===== src/sm3_pkg.sv =====
`timescale 1ns / 1ps
`default_nettype none
// ----------------------------------------------------------------------------
// sm3_pkg
// shared types, constants and word functions of the sm3 hash engine
// ----------------------------------------------------------------------------
package sm3_pkg;

    localparam int FQ_DEPTH = 2;
    localparam int FQ_AW    = $clog2(FQ_DEPTH);
    localparam int FQ_CW    = $clog2(FQ_DEPTH + 1);

    localparam logic [31:0] T_LOW  = 32'd2045582361;
    localparam logic [31:0] T_HIGH = 32'd2056262026;
    localparam logic [31:0] PAD_MARK = 32'h8000_0000;
    localparam logic [2:0]  VB_FULL  = 3'd4;
    localparam logic [63:0] WORD_BITS = 64'd32;

    localparam logic [31:0] IV_RESET [8] = '{
        32'd1937748463, 32'd1226093241, 32'd389422807, 32'd3669145600,
        32'd2845899964, 32'd375685450, 32'd3822180045, 32'd2968393358
    };

    localparam logic [3:0] CFG_IV_LAST = 4'd7;
    localparam logic [3:0] SLOT_LEN_HI = 4'd14;
    localparam logic [3:0] SLOT_LEN_LO = 4'd15;
    localparam logic [5:0] ROUND_LAST  = 6'd63;

    typedef enum logic [2:0] {
        ST_IDLE,
        ST_PAD,
        ST_INIT,
        ST_ROUND,
        ST_FOLD,
        ST_DONE
    } t_state;

    typedef struct packed {
        logic [31:0] data;
        logic [2:0]  vb;
        logic        last;
    } t_item;

    function automatic logic [31:0] rotl(input logic [31:0] x, input logic [4:0] n);
        logic [63:0] t;
        t = {x, x} << n;
        return t[63:32];
    endfunction

    function automatic logic [31:0] p0f(input logic [31:0] x);
        return x ^ rotl(x, 5'd9) ^ rotl(x, 5'd17);
    endfunction

    function automatic logic [31:0] p1f(input logic [31:0] x);
        return x ^ rotl(x, 5'd15) ^ rotl(x, 5'd23);
    endfunction

endpackage

`default_nettype wire


===== src/sm3_front.sv =====
`timescale 1ns / 1ps
`default_nettype none
// ----------------------------------------------------------------------------
// sm3_front
// input word queue; clamps the byte count of the final word
// ----------------------------------------------------------------------------
module sm3_front import sm3_pkg::*; (
    input  wire logic        i_clk,
    input  wire logic        i_rst_n,
    input  wire logic        i_push,
    output logic             o_full,
    input  wire logic [31:0] i_data_word,
    input  wire logic [2:0]  i_valid_bytes,
    input  wire logic        i_end_of_message,
    output logic             o_item_vld,
    output t_item            o_item,
    input  wire logic        i_item_take
);

    t_item              r_mem [FQ_DEPTH];
    logic [FQ_AW-1:0]   r_wr;
    logic [FQ_AW-1:0]   r_rd;
    logic [FQ_CW-1:0]   r_cnt;
    logic               w_push;
    logic               w_pop;
    t_item              w_item;

    assign o_full     = (r_cnt == FQ_CW'(FQ_DEPTH));
    assign o_item_vld = (r_cnt != '0);
    assign o_item     = r_mem[r_rd];
    assign w_push     = i_push && !o_full;
    assign w_pop      = i_item_take && o_item_vld;

    always_comb begin
        w_item.data = i_data_word;
        w_item.last = i_end_of_message;
        w_item.vb   = (i_valid_bytes > VB_FULL) ? VB_FULL : i_valid_bytes;
    end

    always_ff @(posedge i_clk) begin
        if (!i_rst_n) begin
            r_wr  <= '0;
            r_rd  <= '0;
            r_cnt <= '0;
        end else begin
            if (w_push) begin
                r_wr <= FQ_AW'((FQ_AW+1)'(r_wr) + 1'b1);
            end
            if (w_pop) begin
                r_rd <= FQ_AW'((FQ_AW+1)'(r_rd) + 1'b1);
            end
            case ({w_push, w_pop})
                2'b10:   r_cnt <= r_cnt + 1'b1;
                2'b01:   r_cnt <= r_cnt - 1'b1;
                default: r_cnt <= r_cnt;
            endcase
        end
    end

    always_ff @(posedge i_clk) begin
        if (w_push) begin
            r_mem[r_wr] <= w_item;
        end
    end

endmodule

`default_nettype wire


===== src/sm3_core.sv =====
`timescale 1ns / 1ps
`default_nettype none
// ----------------------------------------------------------------------------
// sm3_core
// block assembly, padding, message expansion and the 64 compression rounds
// ----------------------------------------------------------------------------
module sm3_core import sm3_pkg::*; (
    input  wire logic         i_clk,
    input  wire logic         i_rst_n,
    input  wire logic         i_item_vld,
    input  wire t_item        i_item,
    output logic              o_item_take,
    input  wire logic         i_cfg_we,
    input  wire logic [3:0]   i_cfg_index,
    input  wire logic [31:0]  i_cfg_data,
    output logic              o_dig_load,
    output logic [255:0]      o_digest,
    input  wire logic         i_out_busy,
    output t_state            o_state
);

    t_state       r_state, n_state;
    logic [31:0]  r_iv    [8];
    logic [31:0]  r_chain [8];
    logic [31:0]  n_chain [8];
    logic [31:0]  r_regs  [8];
    logic [31:0]  n_regs  [8];
    logic [31:0]  r_win   [16];
    logic [5:0]   r_ridx, n_ridx;
    logic [3:0]   r_slot, n_slot;
    logic [63:0]  r_bits, n_bits;
    logic         r_in_msg, n_in_msg;
    logic         r_pad, n_pad;
    logic         r_pend, n_pend;
    logic         r_len, n_len;
    logic         r_done, n_done;

    logic         w_we;
    logic [31:0]  w_wdata;
    logic [3:0]   w_sb;
    logic [63:0]  w_bb;
    logic         w_shift;
    logic [31:0]  w_masked;
    logic [31:0]  w_wnew;
    logic [31:0]  w_tj, w_a12, w_ss1, w_ss2, w_ff, w_gg, w_tt1, w_tt2;

    assign o_state = r_state;

    always_comb begin
        for (int k = 0; k < 8; k++) begin
            o_digest[255-32*k -: 32] = r_chain[k];
        end
    end

    // final word: keep the valid bytes, then the marker byte if the word is not full
    always_comb begin
        case (i_item.vb)
            3'd0:    w_masked = PAD_MARK;
            3'd1:    w_masked = {i_item.data[31:24], 8'h80, 16'h0};
            3'd2:    w_masked = {i_item.data[31:16], 8'h80, 8'h0};
            3'd3:    w_masked = {i_item.data[31:8], 8'h80};
            default: w_masked = i_item.data;
        endcase
    end

    // one round
    always_comb begin
        w_tj  = (r_ridx < 6'd16) ? T_LOW : T_HIGH;
        w_a12 = rotl(r_regs[0], 5'd12);
        w_ss1 = rotl(w_a12 + r_regs[4] + rotl(w_tj, r_ridx[4:0]), 5'd7);
        w_ss2 = w_ss1 ^ w_a12;
        if (r_ridx < 6'd16) begin
            w_ff = r_regs[0] ^ r_regs[1] ^ r_regs[2];
            w_gg = r_regs[4] ^ r_regs[5] ^ r_regs[6];
        end else begin
            w_ff = (r_regs[0] & r_regs[1]) | (r_regs[0] & r_regs[2])
                 | (r_regs[1] & r_regs[2]);
            w_gg = (r_regs[4] & r_regs[5]) | (~r_regs[4] & r_regs[6]);
        end
        w_tt1 = w_ff + r_regs[3] + w_ss2 + (r_win[0] ^ r_win[4]);
        w_tt2 = w_gg + r_regs[7] + w_ss1 + r_win[0];
        w_wnew = p1f(r_win[0] ^ r_win[7] ^ rotl(r_win[13], 5'd15))
               ^ rotl(r_win[3], 5'd7) ^ r_win[10];
    end

    always_comb begin
        n_state  = r_state;
        n_chain  = r_chain;
        n_regs   = r_regs;
        n_ridx   = r_ridx;
        n_slot   = r_slot;
        n_bits   = r_bits;
        n_in_msg = r_in_msg;
        n_pad    = r_pad;
        n_pend   = r_pend;
        n_len    = r_len;
        n_done   = r_done;
        w_we     = 1'b0;
        w_wdata  = '0;
        w_sb     = r_slot;
        w_bb     = r_bits;
        w_shift  = 1'b0;
        o_item_take = 1'b0;
        o_dig_load  = 1'b0;
        case (r_state)
            ST_IDLE: begin
                if (i_item_vld) begin
                    o_item_take = 1'b1;
                    if (!r_in_msg) begin
                        n_chain = r_iv;
                        w_sb    = '0;
                        w_bb    = '0;
                    end
                    w_we   = 1'b1;
                    n_slot = w_sb + 1'b1;
                    if (!i_item.last) begin
                        w_wdata  = i_item.data;
                        n_bits   = w_bb + WORD_BITS;
                        n_in_msg = 1'b1;
                    end else begin
                        w_wdata  = w_masked;
                        n_bits   = w_bb + {58'b0, i_item.vb, 3'b0};
                        n_pend   = (i_item.vb == VB_FULL);
                        n_pad    = 1'b1;
                        n_len    = 1'b0;
                        n_done   = 1'b0;
                        n_in_msg = 1'b0;
                        n_state  = ST_PAD;
                    end
                    if (w_sb == SLOT_LEN_LO) begin
                        n_state = ST_INIT;
                    end
                end
            end
            ST_PAD: begin
                w_we   = 1'b1;
                n_slot = r_slot + 1'b1;
                if (r_slot == SLOT_LEN_HI) begin
                    if (r_pend) begin
                        w_wdata = PAD_MARK;
                        n_pend  = 1'b0;
                    end else begin
                        w_wdata = r_bits[63:32];
                        n_len   = 1'b1;
                    end
                end else if (r_slot == SLOT_LEN_LO && r_len) begin
                    w_wdata = r_bits[31:0];
                    n_done  = 1'b1;
                end else if (r_pend) begin
                    w_wdata = PAD_MARK;
                    n_pend  = 1'b0;
                end
                if (r_slot == SLOT_LEN_LO) begin
                    n_state = ST_INIT;
                end
            end
            ST_INIT: begin
                n_regs  = r_chain;
                n_ridx  = '0;
                n_state = ST_ROUND;
            end
            ST_ROUND: begin
                w_shift   = 1'b1;
                n_regs[3] = r_regs[2];
                n_regs[2] = rotl(r_regs[1], 5'd9);
                n_regs[1] = r_regs[0];
                n_regs[0] = w_tt1;
                n_regs[7] = r_regs[6];
                n_regs[6] = rotl(r_regs[5], 5'd19);
                n_regs[5] = r_regs[4];
                n_regs[4] = p0f(w_tt2);
                n_ridx    = r_ridx + 1'b1;
                if (r_ridx == ROUND_LAST) begin
                    n_state = ST_FOLD;
                end
            end
            ST_FOLD: begin
                for (int k = 0; k < 8; k++) begin
                    n_chain[k] = r_chain[k] ^ r_regs[k];
                end
                if (!r_pad) begin
                    n_state = ST_IDLE;
                end else if (r_done) begin
                    n_state = ST_DONE;
                end else begin
                    n_state = ST_PAD;
                end
            end
            ST_DONE: begin
                if (!i_out_busy) begin
                    o_dig_load = 1'b1;
                    n_pad      = 1'b0;
                    n_len      = 1'b0;
                    n_done     = 1'b0;
                    n_state    = ST_IDLE;
                end
            end
            default: begin
                n_state = ST_IDLE;
            end
        endcase
    end

    always_ff @(posedge i_clk) begin
        if (!i_rst_n) begin
            r_state  <= ST_IDLE;
            r_chain  <= '{default: '0};
            r_regs   <= '{default: '0};
            r_ridx   <= '0;
            r_slot   <= '0;
            r_bits   <= '0;
            r_in_msg <= 1'b0;
            r_pad    <= 1'b0;
            r_pend   <= 1'b0;
            r_len    <= 1'b0;
            r_done   <= 1'b0;
        end else begin
            r_state  <= n_state;
            r_chain  <= n_chain;
            r_regs   <= n_regs;
            r_ridx   <= n_ridx;
            r_slot   <= n_slot;
            r_bits   <= n_bits;
            r_in_msg <= n_in_msg;
            r_pad    <= n_pad;
            r_pend   <= n_pend;
            r_len    <= n_len;
            r_done   <= n_done;
        end
    end

    always_ff @(posedge i_clk) begin
        if (!i_rst_n) begin
            r_iv <= IV_RESET;
        end else if (i_cfg_we && i_cfg_index <= CFG_IV_LAST) begin
            r_iv[i_cfg_index[2:0]] <= i_cfg_data;
        end
    end

    // schedule window, slides one word per round, else takes a written word at its slot
    always_ff @(posedge i_clk) begin
        if (w_shift) begin
            for (int k = 0; k < 15; k++) begin
                r_win[k] <= r_win[k+1];
            end
            r_win[15] <= w_wnew;
        end else if (w_we) begin
            r_win[w_sb] <= w_wdata;
        end
    end

endmodule

`default_nettype wire


===== src/sm3_out.sv =====
`timescale 1ns / 1ps
`default_nettype none
// ----------------------------------------------------------------------------
// sm3_out
// digest holding buffer, hands out four 64-bit words
// ----------------------------------------------------------------------------
module sm3_out import sm3_pkg::*; (
    input  wire logic         i_clk,
    input  wire logic         i_rst_n,
    input  wire logic         i_load,
    input  wire logic [255:0] i_digest,
    output logic              o_busy,
    output logic              o_empty,
    input  wire logic         i_pop,
    output logic [63:0]       o_digest_chunk,
    output logic              o_chunk_last
);

    logic [63:0] r_buf [4];
    logic [1:0]  r_cnt;
    logic        r_vld;

    assign o_busy         = r_vld;
    assign o_empty        = !r_vld;
    assign o_digest_chunk = r_buf[r_cnt];
    assign o_chunk_last   = (r_cnt == 2'd3);

    always_ff @(posedge i_clk) begin
        if (!i_rst_n) begin
            r_vld <= 1'b0;
            r_cnt <= '0;
        end else if (i_load) begin
            r_vld <= 1'b1;
            r_cnt <= '0;
        end else if (i_pop && r_vld) begin
            r_cnt <= r_cnt + 1'b1;
            if (o_chunk_last) begin
                r_vld <= 1'b0;
            end
        end
    end

    always_ff @(posedge i_clk) begin
        if (i_load) begin
            for (int k = 0; k < 4; k++) begin
                r_buf[k] <= i_digest[255-64*k -: 64];
            end
        end
    end

endmodule

`default_nettype wire


===== src/sm3_hash_engine.sv =====
`timescale 1ns / 1ps
`default_nettype none
// ----------------------------------------------------------------------------
// sm3_hash_engine
// sm3-style 256-bit hash over a stream of big-endian 32-bit message words
// ----------------------------------------------------------------------------
// Words enter a two-deep queue and are taken by the compression engine one
// per cycle while a block fills. Each 16-word block then passes a load
// step, 64 rounds (one round per cycle through a single round unit) and a
// fold step. The final word adds the padding words (one per cycle) and one
// or two further compressions; the digest is then moved to an output
// buffer that hands out four 64-bit words while the engine takes the next
// message. Config writes are always accepted; iv changes apply at the next
// message start.
// ----------------------------------------------------------------------------
module sm3_hash_engine import sm3_pkg::*; (
    input  wire logic        i_clk,
    input  wire logic        i_rst_n,
    input  wire logic        i_push,
    output logic             o_full,
    input  wire logic [31:0] i_data_word,
    input  wire logic [2:0]  i_valid_bytes,
    input  wire logic        i_end_of_message,
    output logic             o_empty,
    input  wire logic        i_pop,
    output logic [63:0]      o_digest_chunk,
    output logic             o_chunk_last,
    input  wire logic        i_cfg_valid,
    output logic             o_cfg_ready,
    input  wire logic [3:0]  i_cfg_index,
    input  wire logic [31:0] i_cfg_data
);

    logic         w_item_vld;
    t_item        w_item;
    logic         w_item_take;
    logic         w_dig_load;
    logic [255:0] w_digest;
    logic         w_out_busy;
    t_state       w_state;

    assign o_cfg_ready = 1'b1;

    sm3_front u_front (
        .i_clk            (i_clk),
        .i_rst_n          (i_rst_n),
        .i_push           (i_push),
        .o_full           (o_full),
        .i_data_word      (i_data_word),
        .i_valid_bytes    (i_valid_bytes),
        .i_end_of_message (i_end_of_message),
        .o_item_vld       (w_item_vld),
        .o_item           (w_item),
        .i_item_take      (w_item_take)
    );

    sm3_core u_core (
        .i_clk       (i_clk),
        .i_rst_n     (i_rst_n),
        .i_item_vld  (w_item_vld),
        .i_item      (w_item),
        .o_item_take (w_item_take),
        .i_cfg_we    (i_cfg_valid && o_cfg_ready),
        .i_cfg_index (i_cfg_index),
        .i_cfg_data  (i_cfg_data),
        .o_dig_load  (w_dig_load),
        .o_digest    (w_digest),
        .i_out_busy  (w_out_busy),
        .o_state     (w_state)
    );

    sm3_out u_out (
        .i_clk          (i_clk),
        .i_rst_n        (i_rst_n),
        .i_load         (w_dig_load),
        .i_digest       (w_digest),
        .o_busy         (w_out_busy),
        .o_empty        (o_empty),
        .i_pop          (i_pop),
        .o_digest_chunk (o_digest_chunk),
        .o_chunk_last   (o_chunk_last)
    );

    // popping the final word drains the buffer
    a_last_drains: assert property (@(posedge i_clk) disable iff (!i_rst_n)
        (i_pop && !o_empty && o_chunk_last) |=> o_empty)
        else $error("output not empty after final word");

    // a digest is never loaded over one still waiting
    a_no_overwrite: assert property (@(posedge i_clk) disable iff (!i_rst_n)
        w_dig_load |-> !w_out_busy)
        else $error("digest loaded while output busy");

    // rounds only end in the fold step
    a_round_exit: assert property (@(posedge i_clk) disable iff (!i_rst_n)
        (w_state == ST_ROUND) |=> (w_state == ST_ROUND || w_state == ST_FOLD))
        else $error("round sequence broken");

endmodule

`default_nettype wire


===== config.mk =====
export PLATFORM = sky130hd
export DESIGN_NAME = sm3_hash_engine
export DESIGN_NICKNAME = d
export VERILOG_FILES = /design/src/sm3_pkg.sv /design/src/sm3_front.sv /design/src/sm3_core.sv /design/src/sm3_out.sv /design/src/sm3_hash_engine.sv
export SDC_FILE = /design/constraint.sdc
export NUM_CORES = 2
export LEC_CHECK = 0
export ABC_AREA = 1
export BUFFER_PORTS_ARGS = -buffer_cell sky130_fd_sc_hd__buf_2
export CORE_MARGIN = 2
export CORE_UTILIZATION = 25
export CTS_CLUSTER_SIZE = 12
export DETAILED_ROUTE_END_ITERATION = 12
export SETUP_SLACK_MARGIN = 0.2
export SLEW_MARGIN = 10
export SYNTH_ARGS = -nofsm -noshare
export SYNTH_HDL_FRONTEND = slang
export SYNTH_SLANG_ARGS = --single-unit
export TNS_END_PERCENT = 1

===== constraint.sdc =====
create_clock -name i_clk -period 15.58 [get_ports i_clk]
set_clock_uncertainty 0.15 [all_clocks]
set_input_delay 0.779 -clock i_clk [delete_from_list [all_inputs] [get_ports i_clk]]
set_output_delay 0.779 -clock i_clk [all_outputs]
set_load 0.05 [all_outputs]

==> metrics <==
outcome=complete, no violations; CP Capture Type=flop; most used flip-flop cell after synthesis=dfxtp_1; Seq/Total Area, Yosys=48.6%; Horiz. Die Dim=595 µm; Min Hold Slack=50.4 ps; worst stage delay on the critical path=1010 ps; H-tree depth=4; clk_lat worst skew=860 ps; vias post-DR=75300; Port Buffers=143; largest net degree at the start of global routing=145; Initial Util=25.1%; CTS max path bufs=4; # IOs=145; Layout area overhead=12.6%; synthesized area=0.0872 mm²; initial antenna violation count=35; most common cell after layout, fill and taps aside=nand2_1; Worst Path Arrival=10050 ps; Clock Pin Slew Worst Setup and Hold Paths=70 ps; crit-path max FO=33; total track usage=19.9%; ys async rst share=0%; fin. max-slew vios=0; Final Hold Vio Count=0; RSZ-0062 raised after global routing=false; final antenna-violating net count=0; CTS Sinks=1697; detailed-router iteration count before antenna repair=7; first-pass GRT wire length=515000 µm; Critical Path Source Type=flop; Die H=595 µm; CP dominant cell by count=nand2_1; CP Class=reg -> reg; Post-Synthesis Cells=10300; Detailed Route Iter0 Violations=9977; setup violators final=0; post-synthesis cell type count=73; drt drc=0; Hold Path Class=in -> reg; post-route minimum period=9530 ps; Clock Tree Root=clkbuf_16; CP required=16100 ps; max cap viols=0; post-DP HPWL=263000 µm; GP Congestion=1.06; number of global-route vias before repair=68200; most frequent cells in the layout=2511 x nand2_1, 938 x o21ai_0, 854 x dfxtp_1; routed len/inst=24.6 µm; setup_tns=0 ps; grt total ovfl=0; vias per cell=5.07; number of CTS-inserted buffers=182; DP Cell Count=14500; relative slew slack=9.72%; number of synthesized flops with an enable pin=840; synth warn=0; layout cell share with drive strength beyond 1=7.21%; synthesized area per cell=8.48 µm²; WL final=365000 µm; full die area=0.353 mm²; Core Region=0.347 mm²; CP max-delay cell=dfxtp_1; Core Rows=216; Layout Cells excl Fill=14900; Worst Max-Slew Pin Slew=1350 ps; Synth Net Count=10600; fmax=105 MHz; Nets=10500; fin crit share=61.2%; worst reg-to-reg setup slack=6050 ps; #FFs+latches synth=1697; TritonCTS clock tree=built
[metrics by stage]
stage	worst slack, ps	area, µm²	util, %
after floorplan	3090	87200	-
after global placement	6170	92300	26.6
after detailed placement	6150	92300	26.6
after CTS	6120	98100	28.3
after global routing	5320	98100	28.3
final	6050	98100	28.3
[layout make-up]
type                    instances  area [µm²]
diodes                         13        32.5
clock buffers                 282        5190
multi-input cells            7148       39200
repair buffers                316        2170
inverters                     807        3070
fillers                     36800      249000
clock inverters                31         338
flip-flops and latches       1697       42400
well taps                    4578        5730
[sequential cells by signal, indices dropped and copies added, names as in the netlist, 2 cells and up, named ones only]
| register | count |
|---|---|
| u_core.r_ridx | 6 |
| u_core.o_digest | 256 |
| u_front.r_cnt | 2 |
| u_core.o_state | 3 |
| u_out.r_buf | 256 |
| u_core.r_iv | 256 |
| u_front.r_mem | 72 |
| u_core.r_slot | 4 |
| u_core.r_regs | 256 |
| u_out.r_cnt | 2 |
| u_core.r_bits | 61 |
| u_core.r_win | 512 |
[cell families after synthesis]
group	after synthesis	share of synthesized area (%)
adders and majority gates	295	5.86
DFF	1697	48.6
and+or+nand+nor	4130	19.3
muxes	51	0.586
buffers and inverters	1430	6.55
other	1	0.00430
AOI/OAI and AO/OA	2181	14.1
xor gates and xnor gates	490	4.92
[metal layers]
metal | part of all wire, % | up-vias | track usage (%)
met5 | 0.045 | - | 0
met4 | 6.4 | 26 | 11.0
met3 | 11 | 790 | 5.03
met2 | 42 | 4090 | 29.3
met1 | 40 | 36300 | 26.6
li1 | - | 34100 | -
[critical path, delay by kind of cell, from the launching register on]
kind	cells	cell delay, ps
flip-flops	1	1010
AND/OR/NAND/NOR	24	2930
buffers and inverters	6	820
AO/OA/AOI/OAI	5	1130
adder cells (fa/ha/maj)	7	2970
XOR/XNOR	1	380
[worst paths after layout]
kind                     from                    to  depth (start not counted)
max          u_core.r_ridx[4]    u_core.r_regs[110]                         43
min           i_data_word[18]  u_front.r_mem[0][22]                          1
max reg2reg  u_core.r_ridx[4]    u_core.r_regs[110]                         43
min reg2reg   u_core.r_iv[26]   u_core.o_digest[26]                          2
[cells in the mapped netlist, types with 27 or more instances]
| master | number | area share (%) |
|---|---|---|
| ha_1 | 106 | 1.5 |
| xnor2_1 | 119 | 1.2 |
| o21ai_0 | 939 | 5.4 |
| or2_2 | 27 | 0.19 |
| dfxtp_1 | 857 | 20 |
| a31oi_1 | 146 | 1.0 |
| a21oi_1 | 434 | 2.5 |
| nor2_1 | 850 | 3.7 |
| clkbuf_2 | 35 | 0.20 |
| inv_2 | 55 | 0.24 |
| o21ai_1 | 333 | 1.9 |
| nand4_1 | 43 | 0.31 |
| fa_1 | 189 | 4.3 |
| buf_2 | 104 | 0.60 |
| o22ai_1 | 76 | 0.55 |
| nand3_1 | 561 | 3.2 |
| mux2i_1 | 51 | 0.59 |
| clkbuf_1 | 420 | 1.8 |
| nor3_1 | 58 | 0.33 |
| inv_1 | 748 | 3.2 |
| o221ai_1 | 113 | 1.1 |
| buf_1 | 31 | 0.13 |
| nand2_1 | 2512 | 11 |
| xor2_1 | 371 | 3.7 |
| edfxtp_1 | 840 | 29 |
[what timing repair did]
action / in CTS / in global routing
setup endpoints to repair: 0 / 0
buffers inserted: 0 / 0
hold buffers: 32 / 0
gates resized for setup: 0 / 0
endpoints found under the hold margin: 64 / 0
Power is not shown: default switching activity piles up to over one toggle a cycle in this logic, so the estimate is an artifact.
